**src/rtl/snfcs_pkg.sv**
```systemverilog
`timescale 1ns / 1ps
`default_nettype none
package snfcs_pkg;

    // Input word function codes.
    localparam logic [1:0] FUNC_REQUEST = 2'd0;
    localparam logic [1:0] FUNC_HOST_DATA = 2'd1;
    localparam logic [1:0] FUNC_SPI_REPLY = 2'd2;
    localparam logic [1:0] FUNC_TICK = 2'd3;

    // Request kinds.
    localparam logic [2:0] OP_READ_ID = 3'd0;
    localparam logic [2:0] OP_READ = 3'd1;
    localparam logic [2:0] OP_WRITE = 3'd2;
    localparam logic [2:0] OP_SECTOR_ERASE = 3'd3;
    localparam logic [2:0] OP_BLOCK_ERASE = 3'd4;
    localparam logic [2:0] OP_CHIP_ERASE = 3'd5;

    // Result kinds.
    localparam logic [1:0] KIND_SPI = 2'd0;
    localparam logic [1:0] KIND_RELEASE = 2'd1;
    localparam logic [1:0] KIND_HOST = 2'd2;
    localparam logic [1:0] KIND_DONE = 2'd3;

    // Completion codes.
    localparam logic [1:0] ST_OK = 2'd0;
    localparam logic [1:0] ST_WEL_NOT_SET = 2'd1;
    localparam logic [1:0] ST_TIMEOUT = 2'd2;

    // Configuration register indexes.
    localparam logic [1:0] REG_PROGRAM_TO = 2'd0;
    localparam logic [1:0] REG_SECTOR_TO = 2'd1;
    localparam logic [1:0] REG_BLOCK_TO = 2'd2;
    localparam logic [1:0] REG_CHIP_TO = 2'd3;

    // Flash opcodes.
    localparam logic [7:0] OPC_READ_ID = 8'h9F;
    localparam logic [7:0] OPC_READ = 8'h03;
    localparam logic [7:0] OPC_WREN = 8'h06;
    localparam logic [7:0] OPC_RDSR = 8'h05;
    localparam logic [7:0] OPC_PROGRAM = 8'h02;
    localparam logic [7:0] OPC_SECTOR = 8'h20;
    localparam logic [7:0] OPC_BLOCK = 8'hD8;
    localparam logic [7:0] OPC_CHIP = 8'hC7;
    localparam logic [7:0] DUMMY_BYTE = 8'hFF;

    localparam int TIMEOUT_W = 20;
    localparam int LEN_W = 25;
    localparam int MAX_RESULTS = 4;

    typedef enum logic [12:0] {
        PH_IDLE      = 13'b0000000000001,
        PH_ID_CMD    = 13'b0000000000010,
        PH_ID_BYTE   = 13'b0000000000100,
        PH_RD_DATA   = 13'b0000000001000,
        PH_WREN      = 13'b0000000010000,
        PH_WEL_CMD   = 13'b0000000100000,
        PH_WEL_READ  = 13'b0000001000000,
        PH_OPC       = 13'b0000010000000,
        PH_ADDR      = 13'b0000100000000,
        PH_DATA_WAIT = 13'b0001000000000,
        PH_DATA_SENT = 13'b0010000000000,
        PH_POLL_CMD  = 13'b0100000000000,
        PH_POLL_READ = 13'b1000000000000
    } phase_t;

    typedef struct packed {
        logic [1:0] kind;
        logic [7:0] spi_byte;
        logic [7:0] host_byte;
        logic [1:0] status;
    } result_t;

    // A bundle of up to four results produced by one input word.
    typedef struct packed {
        logic [2:0] count;
        result_t [MAX_RESULTS-1:0] res;
    } bundle_t;

    function automatic logic [7:0] opcode_of(input logic [2:0] op);
        logic [7:0] r;
        case (op)
            OP_READ: r = OPC_READ;
            OP_WRITE: r = OPC_PROGRAM;
            OP_SECTOR_ERASE: r = OPC_SECTOR;
            OP_BLOCK_ERASE: r = OPC_BLOCK;
            default: r = OPC_CHIP;
        endcase
        return r;
    endfunction

endpackage
`default_nettype wire

```
**src/rtl/snfcs_if.sv**
```systemverilog
`timescale 1ns / 1ps
`default_nettype none
interface snfcs_in_if;
    logic valid;
    logic ready;
    logic [1:0] func;
    logic [2:0] op;
    logic [23:0] address;
    logic [24:0] length;
    logic [7:0] data;
    modport source (output valid, func, op, address, length, data, input ready);
    modport sink (input valid, func, op, address, length, data, output ready);
endinterface

interface snfcs_out_if;
    logic valid;
    logic ready;
    logic [1:0] kind;
    logic [7:0] spi_byte;
    logic [7:0] host_byte;
    logic [1:0] status;
    logic last;
    modport source (output valid, kind, spi_byte, host_byte, status, last, input ready);
    modport sink (input valid, kind, spi_byte, host_byte, status, last, output ready);
endinterface

interface snfcs_cfg_if;
    logic valid;
    logic ready;
    logic [1:0] index;
    logic [19:0] data;
    modport source (output valid, index, data, input ready);
    modport sink (input valid, index, data, output ready);
endinterface
`default_nettype wire

```
**src/rtl/snfcs_core.sv**
```systemverilog
`timescale 1ns / 1ps
`default_nettype none
module snfcs_core
    import snfcs_pkg::*;
#(
    parameter int PAGE_BYTES = 256,
    parameter int ADDRESS_BITS = 24
)
(
    input  wire logic clk,
    input  wire logic rst_n,
    input  wire logic step,
    input  wire logic [1:0] func,
    input  wire logic [2:0] op,
    input  wire logic [23:0] address,
    input  wire logic [24:0] length,
    input  wire logic [7:0] data,
    input  wire logic [TIMEOUT_W-1:0] limit_program,
    input  wire logic [TIMEOUT_W-1:0] limit_sector,
    input  wire logic [TIMEOUT_W-1:0] limit_block,
    input  wire logic [TIMEOUT_W-1:0] limit_chip,
    output bundle_t bundle
);
    localparam int ADDR_BYTES = (ADDRESS_BITS + 7) / 8;
    localparam int PAGE_W = $clog2(PAGE_BYTES);
    localparam int PLEFT_W = PAGE_W + 1;

    phase_t phase_reg, phase_next;
    logic [2:0] op_reg, op_next;
    logic [ADDRESS_BITS-1:0] addr_reg, addr_next;
    logic [LEN_W-1:0] remain_reg, remain_next;
    logic [PLEFT_W-1:0] pleft_reg, pleft_next;
    logic [31:0] elapsed_reg, elapsed_next;
    logic [2:0] hcount_reg, hcount_next;

    logic [TIMEOUT_W-1:0] limit;
    logic [PLEFT_W-1:0] room;
    logic [7:0] addr_sel;
    logic [2:0] hsel;

    // Timeout register for the operation in progress.
    always_comb
    begin
        case (op_reg)
            OP_WRITE: limit = limit_program;
            OP_SECTOR_ERASE: limit = limit_sector;
            OP_BLOCK_ERASE: limit = limit_block;
            default: limit = limit_chip;
        endcase
    end

    // Room left in the current page.
    assign room = PLEFT_W'(PAGE_BYTES) - {1'b0, addr_reg[PAGE_W-1:0]};

    // Address byte k, most significant first.
    always_comb
    begin
        logic [31:0] wide;
        wide = 32'(addr_reg);
        addr_sel = 8'h00;
        for (int k = 0; k < ADDR_BYTES; k++)
        begin
            if (hsel == 3'(k))
            begin
                addr_sel = wide[(ADDR_BYTES-1-k)*8 +: 8];
            end
        end
    end

    always_comb
    begin
        logic [2:0] n;
        logic [LEN_W-1:0] rem_dec;
        bundle_t b;
        b = '0;
        n = 3'd0;
        phase_next = phase_reg;
        op_next = op_reg;
        addr_next = addr_reg;
        remain_next = remain_reg;
        pleft_next = pleft_reg;
        elapsed_next = elapsed_reg;
        hcount_next = hcount_reg;
        hsel = hcount_reg;
        rem_dec = (remain_reg != '0) ? remain_reg - 1'b1 : remain_reg;

        case (func)
            FUNC_REQUEST:
            begin
                if (phase_reg == PH_IDLE && op <= OP_CHIP_ERASE)
                begin
                    op_next = op;
                    addr_next = ADDRESS_BITS'(address);
                    remain_next = length;
                    hcount_next = 3'd0;
                    pleft_next = '0;
                    n = 3'd1;
                    case (op)
                        OP_READ_ID:
                        begin
                            phase_next = PH_ID_CMD;
                            b.res[0] = '{KIND_SPI, OPC_READ_ID, 8'h00, ST_OK};
                        end
                        OP_READ:
                        begin
                            phase_next = PH_OPC;
                            b.res[0] = '{KIND_SPI, OPC_READ, 8'h00, ST_OK};
                        end
                        OP_WRITE:
                        begin
                            if (length == '0)
                            begin
                                phase_next = PH_IDLE;
                                b.res[0] = '{KIND_DONE, 8'h00, 8'h00, ST_OK};
                            end
                            else
                            begin
                                // New page room from the request address.
                                pleft_next = (LEN_W'(PLEFT_W'(PAGE_BYTES)
                                    - {1'b0, address[PAGE_W-1:0]}) > length)
                                    ? PLEFT_W'(length)
                                    : PLEFT_W'(PAGE_BYTES) - {1'b0, address[PAGE_W-1:0]};
                                phase_next = PH_WREN;
                                b.res[0] = '{KIND_SPI, OPC_WREN, 8'h00, ST_OK};
                            end
                        end
                        default:
                        begin
                            phase_next = PH_WREN;
                            b.res[0] = '{KIND_SPI, OPC_WREN, 8'h00, ST_OK};
                        end
                    endcase
                end
            end
            FUNC_HOST_DATA:
            begin
                if (phase_reg == PH_DATA_WAIT)
                begin
                    n = 3'd1;
                    b.res[0] = '{KIND_SPI, data, 8'h00, ST_OK};
                    if (pleft_reg != '0) pleft_next = pleft_reg - 1'b1;
                    remain_next = rem_dec;
                    addr_next = addr_reg + 1'b1;
                    phase_next = PH_DATA_SENT;
                end
            end
            FUNC_SPI_REPLY:
            begin
                unique case (phase_reg)
                    PH_ID_CMD:
                    begin
                        hcount_next = 3'd0;
                        phase_next = PH_ID_BYTE;
                        n = 3'd1;
                        b.res[0] = '{KIND_SPI, DUMMY_BYTE, 8'h00, ST_OK};
                    end
                    PH_ID_BYTE:
                    begin
                        b.res[0] = '{KIND_HOST, 8'h00, data, ST_OK};
                        hcount_next = hcount_reg + 1'b1;
                        if (hcount_next < 3'd3)
                        begin
                            n = 3'd2;
                            b.res[1] = '{KIND_SPI, DUMMY_BYTE, 8'h00, ST_OK};
                        end
                        else
                        begin
                            n = 3'd3;
                            b.res[1] = '{KIND_RELEASE, 8'h00, 8'h00, ST_OK};
                            b.res[2] = '{KIND_DONE, 8'h00, 8'h00, ST_OK};
                            phase_next = PH_IDLE;
                        end
                    end
                    PH_RD_DATA:
                    begin
                        b.res[0] = '{KIND_HOST, 8'h00, data, ST_OK};
                        remain_next = rem_dec;
                        if (rem_dec != '0)
                        begin
                            n = 3'd2;
                            b.res[1] = '{KIND_SPI, DUMMY_BYTE, 8'h00, ST_OK};
                        end
                        else
                        begin
                            n = 3'd3;
                            b.res[1] = '{KIND_RELEASE, 8'h00, 8'h00, ST_OK};
                            b.res[2] = '{KIND_DONE, 8'h00, 8'h00, ST_OK};
                            phase_next = PH_IDLE;
                        end
                    end
                    PH_WREN:
                    begin
                        n = 3'd2;
                        b.res[0] = '{KIND_RELEASE, 8'h00, 8'h00, ST_OK};
                        b.res[1] = '{KIND_SPI, OPC_RDSR, 8'h00, ST_OK};
                        phase_next = PH_WEL_CMD;
                    end
                    PH_WEL_CMD:
                    begin
                        n = 3'd1;
                        b.res[0] = '{KIND_SPI, DUMMY_BYTE, 8'h00, ST_OK};
                        phase_next = PH_WEL_READ;
                    end
                    PH_WEL_READ:
                    begin
                        n = 3'd2;
                        b.res[0] = '{KIND_RELEASE, 8'h00, 8'h00, ST_OK};
                        if (!data[1])
                        begin
                            b.res[1] = '{KIND_DONE, 8'h00, 8'h00, ST_WEL_NOT_SET};
                            phase_next = PH_IDLE;
                        end
                        else
                        begin
                            b.res[1] = '{KIND_SPI, opcode_of(op_reg), 8'h00, ST_OK};
                            phase_next = PH_OPC;
                        end
                    end
                    PH_OPC:
                    begin
                        if (op_reg == OP_CHIP_ERASE)
                        begin
                            n = 3'd2;
                            b.res[0] = '{KIND_RELEASE, 8'h00, 8'h00, ST_OK};
                            b.res[1] = '{KIND_SPI, OPC_RDSR, 8'h00, ST_OK};
                            elapsed_next = '0;
                            phase_next = PH_POLL_CMD;
                        end
                        else
                        begin
                            n = 3'd1;
                            hsel = 3'd0;
                            b.res[0] = '{KIND_SPI, addr_sel, 8'h00, ST_OK};
                            hcount_next = 3'd1;
                            phase_next = PH_ADDR;
                        end
                    end
                    PH_ADDR:
                    begin
                        if (hcount_reg < 3'(ADDR_BYTES))
                        begin
                            n = 3'd1;
                            b.res[0] = '{KIND_SPI, addr_sel, 8'h00, ST_OK};
                            hcount_next = hcount_reg + 1'b1;
                        end
                        else if (op_reg == OP_READ)
                        begin
                            if (remain_reg != '0)
                            begin
                                n = 3'd1;
                                b.res[0] = '{KIND_SPI, DUMMY_BYTE, 8'h00, ST_OK};
                                phase_next = PH_RD_DATA;
                            end
                            else
                            begin
                                n = 3'd2;
                                b.res[0] = '{KIND_RELEASE, 8'h00, 8'h00, ST_OK};
                                b.res[1] = '{KIND_DONE, 8'h00, 8'h00, ST_OK};
                                phase_next = PH_IDLE;
                            end
                        end
                        else if (op_reg == OP_WRITE)
                        begin
                            phase_next = PH_DATA_WAIT;
                        end
                        else
                        begin
                            n = 3'd2;
                            b.res[0] = '{KIND_RELEASE, 8'h00, 8'h00, ST_OK};
                            b.res[1] = '{KIND_SPI, OPC_RDSR, 8'h00, ST_OK};
                            elapsed_next = '0;
                            phase_next = PH_POLL_CMD;
                        end
                    end
                    PH_DATA_SENT:
                    begin
                        if (pleft_reg != '0)
                        begin
                            phase_next = PH_DATA_WAIT;
                        end
                        else
                        begin
                            n = 3'd2;
                            b.res[0] = '{KIND_RELEASE, 8'h00, 8'h00, ST_OK};
                            b.res[1] = '{KIND_SPI, OPC_RDSR, 8'h00, ST_OK};
                            elapsed_next = '0;
                            phase_next = PH_POLL_CMD;
                        end
                    end
                    PH_POLL_CMD:
                    begin
                        n = 3'd1;
                        b.res[0] = '{KIND_SPI, DUMMY_BYTE, 8'h00, ST_OK};
                        phase_next = PH_POLL_READ;
                    end
                    PH_POLL_READ:
                    begin
                        if (elapsed_reg >= 32'(limit))
                        begin
                            n = 3'd2;
                            b.res[0] = '{KIND_RELEASE, 8'h00, 8'h00, ST_OK};
                            b.res[1] = '{KIND_DONE, 8'h00, 8'h00, ST_TIMEOUT};
                            phase_next = PH_IDLE;
                        end
                        else if (data[0])
                        begin
                            n = 3'd1;
                            b.res[0] = '{KIND_SPI, DUMMY_BYTE, 8'h00, ST_OK};
                        end
                        else
                        begin
                            n = 3'd2;
                            b.res[0] = '{KIND_RELEASE, 8'h00, 8'h00, ST_OK};
                            if (op_reg == OP_WRITE && remain_reg != '0)
                            begin
                                pleft_next = (LEN_W'(room) > remain_reg)
                                    ? PLEFT_W'(remain_reg) : room;
                                b.res[1] = '{KIND_SPI, OPC_WREN, 8'h00, ST_OK};
                                phase_next = PH_WREN;
                            end
                            else
                            begin
                                b.res[1] = '{KIND_DONE, 8'h00, 8'h00, ST_OK};
                                phase_next = PH_IDLE;
                            end
                        end
                    end
                    default:
                    begin
                        n = 3'd0;
                    end
                endcase
            end
            default:
            begin
                if (elapsed_reg != 32'hFFFF_FFFF) elapsed_next = elapsed_reg + 1'b1;
            end
        endcase
        b.count = n;
        bundle = b;
    end

    // Sequencer state.
    always_ff @(posedge clk or negedge rst_n)
    begin
        if (!rst_n)
        begin
            phase_reg <= PH_IDLE;
            op_reg <= '0;
            addr_reg <= '0;
            remain_reg <= '0;
            pleft_reg <= '0;
            elapsed_reg <= '0;
            hcount_reg <= '0;
        end
        else if (step)
        begin
            phase_reg <= phase_next;
            op_reg <= op_next;
            addr_reg <= addr_next;
            remain_reg <= remain_next;
            pleft_reg <= pleft_next;
            elapsed_reg <= elapsed_next;
            hcount_reg <= hcount_next;
        end
    end
endmodule
`default_nettype wire

```
**src/rtl/snfcs_out_queue.sv**
```systemverilog
`timescale 1ns / 1ps
`default_nettype none
module snfcs_out_queue
    import snfcs_pkg::*;
(
    input  wire logic clk,
    input  wire logic rst_n,
    input  wire logic load,
    input  bundle_t bundle,
    output logic can_load,
    snfcs_out_if.source out_ch
);
    logic [2:0] count_reg;
    result_t [MAX_RESULTS-1:0] res_reg;
    logic [2:0] pos_reg;
    logic pop;
    logic final_word;
    logic busy;

    assign busy = (pos_reg != count_reg);
    assign pop = out_ch.valid && out_ch.ready;
    assign final_word = (pos_reg + 3'd1 == count_reg);
    // A new bundle may enter once the last word of the held bundle leaves.
    assign can_load = !busy || (pop && final_word);

    assign out_ch.valid = busy;
    assign out_ch.kind = res_reg[pos_reg[1:0]].kind;
    assign out_ch.spi_byte = res_reg[pos_reg[1:0]].spi_byte;
    assign out_ch.host_byte = res_reg[pos_reg[1:0]].host_byte;
    assign out_ch.status = res_reg[pos_reg[1:0]].status;
    assign out_ch.last = final_word;

    // Hold the bundle and step through its words.
    always_ff @(posedge clk or negedge rst_n)
    begin
        if (!rst_n)
        begin
            count_reg <= '0;
            pos_reg <= '0;
        end
        else if (load && can_load)
        begin
            count_reg <= bundle.count;
            pos_reg <= '0;
        end
        else if (pop)
        begin
            pos_reg <= pos_reg + 3'd1;
        end
    end

    always_ff @(posedge clk)
    begin
        if (load && can_load)
        begin
            res_reg <= bundle.res;
        end
    end
endmodule
`default_nettype wire

```
**src/rtl/spi_nor_flash_command_sequencer_unit.sv**
```systemverilog
`timescale 1ns / 1ps
`default_nettype none
// SPI NOR flash command sequencer. Each input word (host request, host write
// byte, SPI reply byte or millisecond tick) is handled by a single pass of
// logic that computes up to three result words, which sit in an output
// buffer and leave one per cycle while the output is ready. A new input
// word is taken in the cycle the last result of the previous word is taken,
// so the rate is one input word per cycle when each word yields at most one
// result and the output is ready; a word with more results holds the input
// until the buffer has passed them all on. Timeouts are written on the
// configuration channel (index 0 program, 1 sector, 2 block, 3 chip erase).
module spi_nor_flash_command_sequencer_unit
    import snfcs_pkg::*;
#(
    parameter int PAGE_BYTES = 256,
    parameter int ADDRESS_BITS = 24
)
(
    input  wire logic clk,
    input  wire logic rst_n,
    snfcs_in_if.sink in_ch,
    snfcs_out_if.source out_ch,
    snfcs_cfg_if.sink cfg
);
    logic [TIMEOUT_W-1:0] to_program_reg;
    logic [TIMEOUT_W-1:0] to_sector_reg;
    logic [TIMEOUT_W-1:0] to_block_reg;
    logic [TIMEOUT_W-1:0] to_chip_reg;
    logic can_load;
    logic step;
    bundle_t bundle;

    assign cfg.ready = 1'b1;
    assign in_ch.ready = can_load;
    assign step = in_ch.valid && can_load;

    // Timeout registers.
    always_ff @(posedge clk or negedge rst_n)
    begin
        if (!rst_n)
        begin
            to_program_reg <= TIMEOUT_W'(3);
            to_sector_reg <= TIMEOUT_W'(400);
            to_block_reg <= TIMEOUT_W'(2000);
            to_chip_reg <= TIMEOUT_W'(200000);
        end
        else if (cfg.valid)
        begin
            unique case (cfg.index)
                REG_PROGRAM_TO: to_program_reg <= cfg.data;
                REG_SECTOR_TO: to_sector_reg <= cfg.data;
                REG_BLOCK_TO: to_block_reg <= cfg.data;
                REG_CHIP_TO: to_chip_reg <= cfg.data;
                default: to_chip_reg <= to_chip_reg;
            endcase
        end
    end

    snfcs_core #(
        .PAGE_BYTES(PAGE_BYTES),
        .ADDRESS_BITS(ADDRESS_BITS)
    ) u_core (
        .clk(clk),
        .rst_n(rst_n),
        .step(step),
        .func(in_ch.func),
        .op(in_ch.op),
        .address(in_ch.address),
        .length(in_ch.length),
        .data(in_ch.data),
        .limit_program(to_program_reg),
        .limit_sector(to_sector_reg),
        .limit_block(to_block_reg),
        .limit_chip(to_chip_reg),
        .bundle(bundle)
    );

    snfcs_out_queue u_queue (
        .clk(clk),
        .rst_n(rst_n),
        .load(step),
        .bundle(bundle),
        .can_load(can_load),
        .out_ch(out_ch)
    );
endmodule
`default_nettype wire
```
**src/flat_wrapper.sv**
```systemverilog
// flat-port wrapper written by rule: the top's interface ports become plain ports
module spi_nor_flash_command_sequencer_unit_flat import snfcs_pkg::*;
#(
    parameter int PAGE_BYTES = 256,
    parameter int ADDRESS_BITS = 24
)
  (clk, rst_n, in_ch_valid, in_ch_func, in_ch_op, in_ch_address, in_ch_length, in_ch_data, in_ch_ready, out_ch_valid, out_ch_kind, out_ch_spi_byte, out_ch_host_byte, out_ch_status, out_ch_last, out_ch_ready, cfg_valid, cfg_index, cfg_data, cfg_ready);
  snfcs_in_if in_ch_i ();
  snfcs_out_if out_ch_i ();
  snfcs_cfg_if cfg_i ();
  input  wire logic clk;
  input  wire logic rst_n;
  input wire logic [$bits(in_ch_i.valid)-1:0] in_ch_valid;
  input wire logic [$bits(in_ch_i.func)-1:0] in_ch_func;
  input wire logic [$bits(in_ch_i.op)-1:0] in_ch_op;
  input wire logic [$bits(in_ch_i.address)-1:0] in_ch_address;
  input wire logic [$bits(in_ch_i.length)-1:0] in_ch_length;
  input wire logic [$bits(in_ch_i.data)-1:0] in_ch_data;
  output wire logic [$bits(in_ch_i.ready)-1:0] in_ch_ready;
  output wire logic [$bits(out_ch_i.valid)-1:0] out_ch_valid;
  output wire logic [$bits(out_ch_i.kind)-1:0] out_ch_kind;
  output wire logic [$bits(out_ch_i.spi_byte)-1:0] out_ch_spi_byte;
  output wire logic [$bits(out_ch_i.host_byte)-1:0] out_ch_host_byte;
  output wire logic [$bits(out_ch_i.status)-1:0] out_ch_status;
  output wire logic [$bits(out_ch_i.last)-1:0] out_ch_last;
  input wire logic [$bits(out_ch_i.ready)-1:0] out_ch_ready;
  input wire logic [$bits(cfg_i.valid)-1:0] cfg_valid;
  input wire logic [$bits(cfg_i.index)-1:0] cfg_index;
  input wire logic [$bits(cfg_i.data)-1:0] cfg_data;
  output wire logic [$bits(cfg_i.ready)-1:0] cfg_ready;
  assign in_ch_i.valid = in_ch_valid;
  assign in_ch_i.func = in_ch_func;
  assign in_ch_i.op = in_ch_op;
  assign in_ch_i.address = in_ch_address;
  assign in_ch_i.length = in_ch_length;
  assign in_ch_i.data = in_ch_data;
  assign in_ch_ready = in_ch_i.ready;
  assign out_ch_valid = out_ch_i.valid;
  assign out_ch_kind = out_ch_i.kind;
  assign out_ch_spi_byte = out_ch_i.spi_byte;
  assign out_ch_host_byte = out_ch_i.host_byte;
  assign out_ch_status = out_ch_i.status;
  assign out_ch_last = out_ch_i.last;
  assign out_ch_i.ready = out_ch_ready;
  assign cfg_i.valid = cfg_valid;
  assign cfg_i.index = cfg_index;
  assign cfg_i.data = cfg_data;
  assign cfg_ready = cfg_i.ready;
  spi_nor_flash_command_sequencer_unit #(.PAGE_BYTES(PAGE_BYTES), .ADDRESS_BITS(ADDRESS_BITS)) u_core (.clk(clk), .rst_n(rst_n), .in_ch(in_ch_i), .out_ch(out_ch_i), .cfg(cfg_i));
endmodule
```
**config.mk**
```make
export PLATFORM = sky130hd
export DESIGN_NAME = spi_nor_flash_command_sequencer_unit_flat
export DESIGN_NICKNAME = d
export VERILOG_FILES = /design/src/rtl/snfcs_pkg.sv /design/src/rtl/snfcs_if.sv /design/src/rtl/snfcs_core.sv /design/src/rtl/snfcs_out_queue.sv /design/src/rtl/spi_nor_flash_command_sequencer_unit.sv /design/src/flat_wrapper.sv
export SDC_FILE = /design/constraint.sdc
export NUM_CORES = 1
export LEC_CHECK = 0
export ABC_AREA = 1
export BUFFER_PORTS_ARGS = -buffer_cell sky130_fd_sc_hd__buf_2
export CELL_PAD_IN_SITES_DETAIL_PLACEMENT = 0
export CELL_PAD_IN_SITES_GLOBAL_PLACEMENT = 1
export CORE_ASPECT_RATIO = 0.5
export CORE_MARGIN = 8
export CORE_UTILIZATION = 40
export CTS_CLUSTER_DIAMETER = 50
export CTS_CLUSTER_SIZE = 40
export DETAILED_ROUTE_END_ITERATION = 8
export GPL_ROUTABILITY_DRIVEN = 0
export HOLD_SLACK_MARGIN = 0.15
export PLACE_DENSITY_LB_ADDON = 0.1
export SLEW_MARGIN = 20
export SYNTH_ARGS = -nofsm -noshare
export SYNTH_HDL_FRONTEND = slang
export SYNTH_SLANG_ARGS = --single-unit
```
**constraint.sdc**
```tcl
create_clock -name clk -period 4.54 [get_ports clk]
set_clock_uncertainty 0.05 [all_clocks]
set_input_delay 0.908 -clock clk [delete_from_list [all_inputs] [get_ports clk]]
set_output_delay 0.908 -clock clk [all_outputs]
set_load 0.01 [all_outputs]
```
* Yosys cells after proc, flatten, opt, wreduce, memory -nomap -nowiden
Index checks and enable logic that the tools add are counted.
** Cells by class
- Order comparisons :: 7
- Bitwise gates (word level) :: 1
- Div/mod/pow operators :: 0
- Equality and inequality tests :: 51
- Add/sub/neg operators :: 9
- Shift operators :: 0
- Multiply operators :: 0
- Multiplexer cells :: 103
- Reductions and logical operators :: 36
** Operators with widths (number)
- 2-to-1 mux 20 bit :: 11
- 2-to-1 mux 32 bit :: 6
- one-hot mux 20 bit (3 select lines) :: 3
- one-hot mux 20 bit (8 select lines) :: 1
- one-hot mux 13 bit (11 select lines) :: 1
- one-hot mux 20 bit (7 select lines) :: 1
- 2-to-1 mux 13 bit :: 9
- 2-to-1 mux 25 bit :: 4
- 2-to-1 mux 9 bit :: 11
- one-hot mux 32 bit (3 select lines) :: 1
- 2-to-1 mux 19 bit :: 5
- 2-to-1 mux 40 bit :: 2
- one-hot mux 25 bit (3 select lines) :: 1
- 2-to-1 mux 33 bit :: 2
- one-hot mux 32 bit (2 select lines) :: 1
- nonzero test 25 bit :: 2
- 2-to-1 mux 24 bit :: 2
- one-hot mux 24 bit (2 select lines) :: 1
- binary-select mux 20 bit (select 2 bit) :: 1
- one-hot mux 20 bit (2 select lines) :: 1
- one-hot mux 13 bit (3 select lines) :: 1
- 2-to-1 mux 12 bit :: 3
- adder 32 x 1 -> 32 bit, second input constant :: 1
- greater-or-equal comparator 32 x 20 -> 1 bit :: 1
- other kinds (71) :: 135
** Word-level totals
- Bits in latches :: 0
- Input port bits :: 89
- ROM bits :: 0
- Output and inout bits :: 24
- Register bits after elaboration :: 255
- Memories :: 0
- Memory bits (writable) :: 0

* Longest topological paths before layout
Gate-level depths: netlist of run 1.
- Word-level depth :: 11
- Gate-level depth with buffers :: 27
- Gate-level depth less buffers :: 26

* Cells and area by module
A second synthesis of run 1 with hierarchy kept.
** Unflattened totals
- Cells, all modules :: 2415
- Area total of the unflattened synthesis :: 18022.3 um2
** By module, submodules not included
- snfcs_core :: area an instance 11263.3 um2, cells an instance 1794, times used 1
- snfcs_out_queue :: area an instance 3413.3 um2, cells an instance 257, times used 1
- spi_nor_flash_command_sequencer_unit :: area an instance 3345.7 um2, cells an instance 364, times used 1

* Worst setup path before layout of run 1
Ideal clock, no wire load.
- Path type :: in2reg
- From :: in in_ch_address[0]
- To :: reg u_core.u_core.pleft_reg[8]
- Buffers on the path :: 0
- Stages on the path :: 16
- Library setup time :: 0.121 ns
- Arrival :: 3.211 ns
- Slack :: 1.157 ns
- Cell sequence :: nor3_1 -> nand3_1 -> or2_2 -> nor2_1 -> xor2_1 -> inv_1 -> ha_1 -> nand2_1 -> nor3_1 -> a41oi_1 -> nand2_1 -> clkinv_1 -> o21ai_0 -> o21ai_0 -> nand2_1 -> o21ai_1
** On the way
- Longest elaborated chain between the ends :: 7
** Ends and longest elaborated chain
- start, declared :: RTL line flat_wrapper.sv:16 : input wire logic [$bits(in_ch_i.address)-1:0] in_ch_address;
- subtractor 9 x 8 -> 10 bit :: RTL line snfcs_core.sv:120 : - {1'b0, address[PAGE_W-1:0]}) > length)
- greater-than comparator 25 bit :: RTL line snfcs_core.sv:120
- 2-to-1 mux 9 bit (*) :: RTL line snfcs_core.sv:121 : ? PLEFT_W'(length)
- 2-to-1 mux 9 bit (*) :: RTL line snfcs_core.sv:111 : if (length == '0)
- 2-to-1 mux 9 bit (*) :: RTL line snfcs_core.sv:98 : case (op)
- 2-to-1 mux 9 bit (*) :: RTL line snfcs_core.sv:90 : if (phase_reg == PH_IDLE && op <= OP_CHIP_ERASE)
- one-hot mux 9 bit (3 select lines) (*) :: RTL line snfcs_core.sv:87 : case (func)
- end signal, assigned :: RTL line snfcs_core.sv:362 : pleft_reg <= pleft_next;
- end, declared :: RTL line snfcs_core.sv:32 : logic [PLEFT_W-1:0] pleft_reg, pleft_next;
Every way passes the cells marked *; elsewhere a longest branch is shown, timed or not. The select of a mux whose other input is x is not followed.
A chain may end at the register's enable or synchronous reset.

* Worst setup path after layout of run 1
- From :: reg u_core.u_core.op_reg[1]
- To :: reg u_core.u_core.pleft_reg[6]
** On the way
- Longest elaborated chain between the ends :: 5
** Ends and longest elaborated chain
- start, declared :: RTL line snfcs_core.sv:29 : logic [2:0] op_reg, op_next;
- start signal, assigned :: RTL line snfcs_core.sv:359 : op_reg <= op_next;
- == test 3 bit, or another cell as far along :: RTL line snfcs_core.sv:44 : case (op_reg)
- one-hot mux 20 bit (3 select lines) :: RTL line snfcs_core.sv:44
- greater-or-equal comparator 32 x 20 -> 1 bit :: RTL line snfcs_core.sv:298 : if (elapsed_reg >= 32'(limit))
- inequality test 2 bit (no line)
- AND reduction 9 bit (no line) (*)
Every way passes the cells marked *; elsewhere a longest branch is shown, timed or not.

==> results of run 1 <==
==> through the flow <==
step / worst slack (ns) / power, mW / cell area, um^2
floorplan: 1.16 / 5.45 / 15100
global placement: 0.492 / 6.56 / 16100
detailed placement: 0.339 / 6.57 / 16100
CTS: 0.324 / 8.57 / 16900
global route: 0.166 / 9.24 / 16900
finish: 0.502 / 8.52 / 16900
==> per-layer routing <==
| metal | routed length [um] | track usage | vias to the layer above | share of wire |
|---|---|---|---|---|
| met5 | 0 | 0 | - | 0 |
| met4 | 721 | 0.0342 | 0 | 0.015 |
| met3 | 2380 | 0.0302 | 57 | 0.051 |
| met2 | 20400 | 0.324 | 320 | 0.44 |
| met1 | 23300 | 0.299 | 6609 | 0.50 |
| li1 | - | - | 7265 | - |
==> repair_timing <==
| item | 4_1_cts | 5_1_grt |
|---|---|---|
| gates resized for setup | 0 | 0 |
| endpoints found under the setup margin | 0 | 2 |
| setup buffers | 0 | 1 |
==> power breakdown <==
part	internal, mW	total, mW	switching [mW]
clock	1.01	1.96	0.950
sequential	2.57	3.07	0.502
combinational	1.16	3.49	2.33
==> final cells by class <==
| cell class | instances | area share |
|---|---|---|
| clock buffer | 24 | 0.0355 |
| clock inverter | 16 | 0.00948 |
| tap | 494 | 0.0366 |
| sequential | 223 | 0.340 |
| multi-input combinational | 1580 | 0.478 |
| timing repair buffer | 134 | 0.0451 |
| inverter | 247 | 0.0549 |
==> cells in the final DEF (no fill, tap or decap), types with 5 or more instances in the layout <==
cell type / instances
sky130_fd_sc_hd__a21oi_1: 61
sky130_fd_sc_hd__a221oi_1: 12
sky130_fd_sc_hd__buf_2: 110
sky130_fd_sc_hd__buf_4: 21
sky130_fd_sc_hd__clkbuf_16: 24
sky130_fd_sc_hd__dfrtp_1: 176
sky130_fd_sc_hd__dfstp_2: 18
sky130_fd_sc_hd__edfxtp_1: 29
sky130_fd_sc_hd__ha_1: 49
sky130_fd_sc_hd__inv_1: 239
sky130_fd_sc_hd__inv_6: 9
sky130_fd_sc_hd__mux2i_1: 7
sky130_fd_sc_hd__nand2_1: 549
sky130_fd_sc_hd__nand2_2: 17
sky130_fd_sc_hd__nand3_1: 107
sky130_fd_sc_hd__nand3b_1: 10
sky130_fd_sc_hd__nand4_1: 44
sky130_fd_sc_hd__nor2_1: 205
sky130_fd_sc_hd__nor2_2: 12
sky130_fd_sc_hd__nor3_1: 41
sky130_fd_sc_hd__nor3_2: 6
sky130_fd_sc_hd__nor4_1: 15
sky130_fd_sc_hd__o211ai_1: 25
sky130_fd_sc_hd__o21ai_0: 260
sky130_fd_sc_hd__o21ai_1: 12
sky130_fd_sc_hd__o21ai_2: 13
sky130_fd_sc_hd__o22ai_1: 29
sky130_fd_sc_hd__or2_2: 18
sky130_fd_sc_hd__xnor2_1: 5
sky130_fd_sc_hd__xor2_1: 36
==> kinds of logic after synthesis <==
kind of cell             share of synthesized area
AND/OR/NAND/NOR                              0.296
flip-flops                                   0.382
AO/OA/AOI/OAI                                0.169
other                                     0.000249
multiplexers                               0.00540
buffers and inverters                       0.0828
XOR/XNOR                                    0.0238
adder cells (fa/ha/maj)                     0.0415
==> critical path, cell delays in order, from the launching register on <==
cell	delay (ns)
sky130_fd_sc_hd__dfrtp_1	0.43
sky130_fd_sc_hd__inv_1	0.09
sky130_fd_sc_hd__nor3_2	0.19
sky130_fd_sc_hd__inv_1	0.08
sky130_fd_sc_hd__nand2_1	0.14
sky130_fd_sc_hd__nor2_2	0.05
sky130_fd_sc_hd__buf_4	0.23
sky130_fd_sc_hd__a221oi_1	0.39
sky130_fd_sc_hd__ha_1	0.32
sky130_fd_sc_hd__nand2_1	0.08
sky130_fd_sc_hd__o21bai_1	0.10
sky130_fd_sc_hd__nand2_1	0.06
sky130_fd_sc_hd__a21oi_1	0.20
sky130_fd_sc_hd__nand2_1	0.12
sky130_fd_sc_hd__a21boi_1	0.27
sky130_fd_sc_hd__nand3_1	0.19
sky130_fd_sc_hd__nor2_1	0.20
sky130_fd_sc_hd__nand2_1	0.20
sky130_fd_sc_hd__a21oi_4	0.22
sky130_fd_sc_hd__buf_12	0.16
sky130_fd_sc_hd__nand2_1	0.06
sky130_fd_sc_hd__o21ai_0	0.08
==> how the worst min path moves through the flow <==
stage,endpoint,slack [ns],depth (start not counted)
after floorplan,u_core.to_chip_reg[13],0.40,2
after global placement,u_core.to_program_reg[14],0.42,2
after detailed placement,u_core.to_chip_reg[1],0.42,2
after CTS,u_core.to_block_reg[12],0.40,1
after global routing,u_core.to_block_reg[1],0.42,1
final,u_core.to_block_reg[1],0.36,1
==> results.cfg, run 1 <==
[outcome]
status = finished clean

[timing]
period_minus_slack_ns = 4.04
hold_viol_final = 0
setup-tns-final_ns = 0
setup_viol = 0
max_slew.worst_pin.slew_ns = 0.883
grt_setup_unrepaired = false
hold_ws_ns = 0.358
finalCritPeriodShare = 0.889
slew-limit-headroom = 0.411
final_max_slew_viol_count = 0
max_clock_freq_mhz = 248

[placement]
total_placed_cells_including_tap_cells = 2677
post-dp-hpwl_um = 35300
port_buffer_count = 111

[floorplan]
chipHeight_um = 153
die_w_um = 290
floorplan.rows = 50
num_io_pins = 113
floorplan.die_area_um2 = 44500
core_area_um2 = 37200
start_util = 0.405

[global_routing]
maximum_number_of_pins_on_one_net_before_global_route_repair = 98
globalRouteTotalUtil = 0.205
grt_pass1_vias = 13700
grt_first_pass_wirelength_um = 75300
grt_antenna_before_repair = 0
overflow_left_after_global_routing = 0

[layout]
drive_gt1_frac = 0.123
nNetsFinal = 2347
seq_area_um2 = 5750
footprint_of_the_multi_input_gates_um2 = 8080
area_growth_pct = 12.2
final-instance-count-excl-fill = 2718
final_core_utilization = 0.454
nFillCells = 3910
n_antenna_cell = 0
largest_register_ff_count = 32

[synthesis]
syn-mean-instance-area_um2 = 7.09
synth_largest_area_cell = sky130_fd_sc_hd__dfrtp_1
synth-async-reset-ratio = 0.870
synth_enable_flop_cells = 29
ys_ff_latch = 223
part_of_the_yosys_area_used_for_sequential_elements = 0.382
yosys_most_used_dff = sky130_fd_sc_hd__dfrtp_1
synth_nets = 2262
synthTopCellsByArea = sky130_fd_sc_hd__dfrtp_1 29%, sky130_fd_sc_hd__nand2_1 14%, sky130_fd_sc_hd__o21ai_0 8.6%
yosysWarningCount = 0
synth.cells.most_frequent = 549 x sky130_fd_sc_hd__nand2_1, 260 x sky130_fd_sc_hd__o21ai_0, 239 x sky130_fd_sc_hd__inv_1, 206 x sky130_fd_sc_hd__nor2_1, 176 x sky130_fd_sc_hd__dfrtp_1
synthCells = 2123
synth_largest_type_area_fraction = 0.292
synth.cell_area_um2 = 15100
synth.most_common_cell = sky130_fd_sc_hd__nand2_1
synth_unique_cells = 61

[cts]
clock_path_buffers = 3
clock_tree_from_tritoncts = built
cts_hold_buffers = 0
cts_num_sinks = 223
cts-buffers-inserted = 22
clk_root_buffer_cell = sky130_fd_sc_hd__clkbuf_16
worstSkewPairLatency_ns = 0.56
number_of_levels_the_h_tree_was_split_into = 1
clkTransAtPathRegs_ns = 0.08

[power_and_ir_drop]
power.density_cell_area_nw_per_um2 = 504
worst_ir_drop_vdd_mv = 0.301
p_leak_nw = 7.96

[worst_setup_path]
r2r-start = u_core.u_core.op_reg[1]
cp_data_arrival_time_ns = 4.44
timing.critical_path.required_ns = 4.94
timing_worst_setup_path_type = register to register
cp-endpoint = u_core.u_core.pleft_reg[6]
worst_setup_path_startpoint = u_core.u_core.op_reg[1]
reg2reg_depth = 21
kind_of_end_point_of_the_critical_path = register
cp-start-kind = register
rrSetupSlack_ns = 0.50
cp_max_fo = 21
worst_reg2reg_path_endpoint = u_core.u_core.pleft_reg[6]

[route]
antenna_left = 0
vias_after_detailed_routing = 14300
routed_wire_length_per_instance_um = 17.2
drt_iter0_drc = 1044
post-route-drc-count = 0
firstDrtPassIters = 5
routed_wl_um = 46700
routed_via_density = 5.24

[run]
timing.max_cap.violations = 0

[worst_hold_path]
timing.hold.worst.class = input port to asynchronous set/reset pin
No activity file was read; power rests on OpenSTA's default activity.
==> inputs of run 2 (changes only) <==
--- a/config.mk
+++ b/config.mk
@@ -5,7 +5,7 @@
 export SDC_FILE = /design/constraint.sdc
 export NUM_CORES = 1
 export LEC_CHECK = 0
-export ABC_AREA = 1
+export ABC_AREA = 0
 export BUFFER_PORTS_ARGS = -buffer_cell sky130_fd_sc_hd__buf_2
 export CELL_PAD_IN_SITES_DETAIL_PLACEMENT = 0
 export CELL_PAD_IN_SITES_GLOBAL_PLACEMENT = 1
==> results.cfg, run 2 <==
[worst_setup_path]
timing_worst_setup_path_type = register to register
rrSetupSlack_ns = 0.15
cp-start-kind = register
kind_of_end_point_of_the_critical_path = register
r2r-start = u_core.u_core.remain_reg[1]
worst_setup_path_startpoint = u_core.u_core.remain_reg[1]
timing.critical_path.required_ns = 4.91
cp_max_fo = 13
reg2reg_depth = 12
worst_reg2reg_path_endpoint = u_core.u_core.phase_reg[9]
cp-endpoint = u_core.u_core.phase_reg[9]
cp_data_arrival_time_ns = 4.77

[layout]
final_non_filler_cell_area_um2 = 16400
layout_common_cells = 176 x sky130_fd_sc_hd__dfrtp_1, 122 x sky130_fd_sc_hd__nor2_1, 122 x sky130_fd_sc_hd__nand2_1, 117 x sky130_fd_sc_hd__a21oi_1, 110 x sky130_fd_sc_hd__buf_2
area_growth_pct = 15.0
most_frequent_standard_cell_in_the_layout_excluding_fill_and_tap_cells = sky130_fd_sc_hd__dfrtp_1
nFillCells = 3425
largest_register_ff_count = 32
drive_gt1_frac = 0.225
nNetsFinal = 1790

[synthesis]
yosys_most_used_dff = sky130_fd_sc_hd__dfrtp_1
synth_enable_flop_cells = 29
part_of_the_yosys_area_used_for_sequential_elements = 0.403
synthTopCellsByArea = sky130_fd_sc_hd__dfrtp_1 31%, sky130_fd_sc_hd__mux2_2 6.9%, sky130_fd_sc_hd__edfxtp_1 6.1%
synth_unique_cells = 91
synth.most_common_cell = sky130_fd_sc_hd__dfrtp_1
synth-async-reset-ratio = 0.870
synth.cell_area_um2 = 14300
synth.cells.most_frequent = 176 x sky130_fd_sc_hd__dfrtp_1, 122 x sky130_fd_sc_hd__nand2_1, 122 x sky130_fd_sc_hd__nor2_1, 118 x sky130_fd_sc_hd__a21oi_1, 94 x sky130_fd_sc_hd__o21ai_0
syn-mean-instance-area_um2 = 9.28
yosysWarningCount = 0
ys_ff_latch = 223
synth_nets = 1676
synth_largest_type_area_fraction = 0.309
synth_largest_area_cell = sky130_fd_sc_hd__dfrtp_1
synthCells = 1537

[cts]
clock_tree_from_tritoncts = built
clk_root_buffer_cell = sky130_fd_sc_hd__clkbuf_16
cts-buffers-inserted = 21
number_of_levels_the_h_tree_was_split_into = 1
cts_hold_buffers = 0
post_cts.repair.setup_buffers = 0
cts_repair_resize_count = 0
clock_path_buffers = 3
clkTransAtPathRegs_ns = 0.08
worstSkewPairLatency_ns = 0.54
cts_num_sinks = 223

[power_and_ir_drop]
post-layout-total-power_mw = 8.19
worst_ir_drop_vdd_mv = 0.262
p_leak_nw = 6.81
power.density_cell_area_nw_per_um2 = 499

[route]
routed_wire_length_per_instance_um = 22.5
firstDrtPassIters = 6
vias_after_detailed_routing = 12800
drt_iter0_drc = 1462
antenna_left = 0
routed_wl_um = 48300
routed_via_density = 5.96
post-route-drc-count = 0

[global_routing]
globalRouteTotalUtil = 0.223
grt_pass1_vias = 11900
grt_antenna_before_repair = 6
grt_first_pass_wirelength_um = 75000
maximum_number_of_pins_on_one_net_before_global_route_repair = 81
overflow_left_after_global_routing = 0

[floorplan]
chipHeight_um = 150
core_area_um2 = 35500
floorplan.die_area_um2 = 42300
die_w_um = 283
num_io_pins = 113
start_util = 0.402
floorplan.rows = 49

[outcome]
status = finished clean

[timing]
hold_viol_final = 0
max_slew.worst_pin.slew_ns = 1.04
slew-limit-headroom = 0.301
setup_viol = 0
max_clock_freq_mhz = 228
postLayoutSetupSlackWorst_ns = 0.149
period_minus_slack_ns = 4.39
grt_setup_unrepaired = false
final_max_slew_viol_count = 0
finalCritPeriodShare = 0.967
setup-tns-final_ns = 0
hold_ws_ns = 0.367

[placement]
post_dp_cell_area_um2 = 15600
placement.setup.worst_slack_ns = 0.295
post-dp-hpwl_um = 37300
port_buffer_count = 111

[worst_hold_path]
timing.hold.worst.class = input port to asynchronous set/reset pin

[run]
timing.max_cap.violations = 0
run 2: cell count changes in the layout (fill, tap and decap cells not counted), sizes merged, moves of 34 or more:
cell / delta
nand3: -44
inv: -202
a21oi: +60
o21ai: -187
mux2: +96
buf: +48
nand2: -446
mux2i: +34
nor2: -98
run 2: worst min path at each step:
stage                               startpoint                             to  slack, ns
floorplan           u_core.u_core.pleft_reg[7]     u_core.u_core.pleft_reg[7]       0.42
global placement      u_core.to_sector_reg[17]       u_core.to_sector_reg[17]       0.44
detailed placement  u_core.u_core.pleft_reg[7]     u_core.u_core.pleft_reg[7]       0.44
CTS                                      rst_n  u_core.u_core.elapsed_reg[27]       0.39
global route                             rst_n    u_core.u_core.remain_reg[6]       0.40
finish                                   rst_n    u_core.u_core.remain_reg[6]       0.37
run 2: cell families (layout without fill, tap and decap cells):
kind of cell,count (synthesis),in the layout,synth area share
XOR/XNOR,46,46,0.0282
AND/OR/NAND/NOR,544,544,0.200
buffers and inverters,136,264,0.0389
other,1,2,0.000263
adder cells (fa/ha/maj),50,50,0.0439
AO/OA/AOI/OAI,399,399,0.178
multiplexers,138,138,0.108
flip-flops,223,223,0.403
run 2: stage by stage:
step	instances	util
final	2150	0.462
after global routing	2150	0.462
after CTS	2146	0.461
after detailed placement	2109	0.441
after global placement	2109	0.441
after floorplan	1537	-
run 2: metal layers:
metal | wire length, um | GRT usage | part of all wire | vias up
li1 | - | - | - | 5979
met5 | 51 | 0 | 0.0011 | -
met1 | 26800 | 0.387 | 0.55 | 6295
met4 | 495 | 0.0267 | 0.010 | 8
met3 | 4760 | 0.0670 | 0.099 | 47
met2 | 16300 | 0.255 | 0.34 | 480
run 2: power by group:
| group | total, mW | switching (mW) | internal [mW] | leakage, nW |
|---|---|---|---|---|
| combinational | 3.16 | 1.85 | 1.31 | 3.78 |
| clock | 1.87 | 0.950 | 0.919 | 0.347 |
| sequential | 3.16 | 0.602 | 2.56 | 2.68 |
run 2: final cells by class:
| class | count | area [um^2] | area share |
|---|---|---|---|
| diodes | 1 | 2.50 | 0.000153 |
| clock buffers | 22 | 529 | 0.0323 |
| well taps | 484 | 606 | 0.0369 |
| repair buffers | 182 | 1170 | 0.0715 |
| clock inverters | 15 | 185 | 0.0113 |
| inverters | 45 | 169 | 0.0103 |
| flip-flops and latches | 223 | 5750 | 0.350 |
| multi-input cells | 1178 | 7990 | 0.487 |
run 2: critical path, cell delays in order, from the launching register on:
cell and delay (ns):
sky130_fd_sc_hd__dfrtp_1 0.48, sky130_fd_sc_hd__inv_1 0.18, sky130_fd_sc_hd__ha_1 0.30, sky130_fd_sc_hd__or4b_4 0.51, sky130_fd_sc_hd__or4_4 0.51, sky130_fd_sc_hd__o31a_1 0.27, sky130_fd_sc_hd__a2111oi_2 0.38, sky130_fd_sc_hd__nand4_1 0.20
sky130_fd_sc_hd__nor4_4 0.51, sky130_fd_sc_hd__o211ai_2 0.17, sky130_fd_sc_hd__a21oi_4 0.20, sky130_fd_sc_hd__buf_12 0.17, sky130_fd_sc_hd__mux2_2 0.34
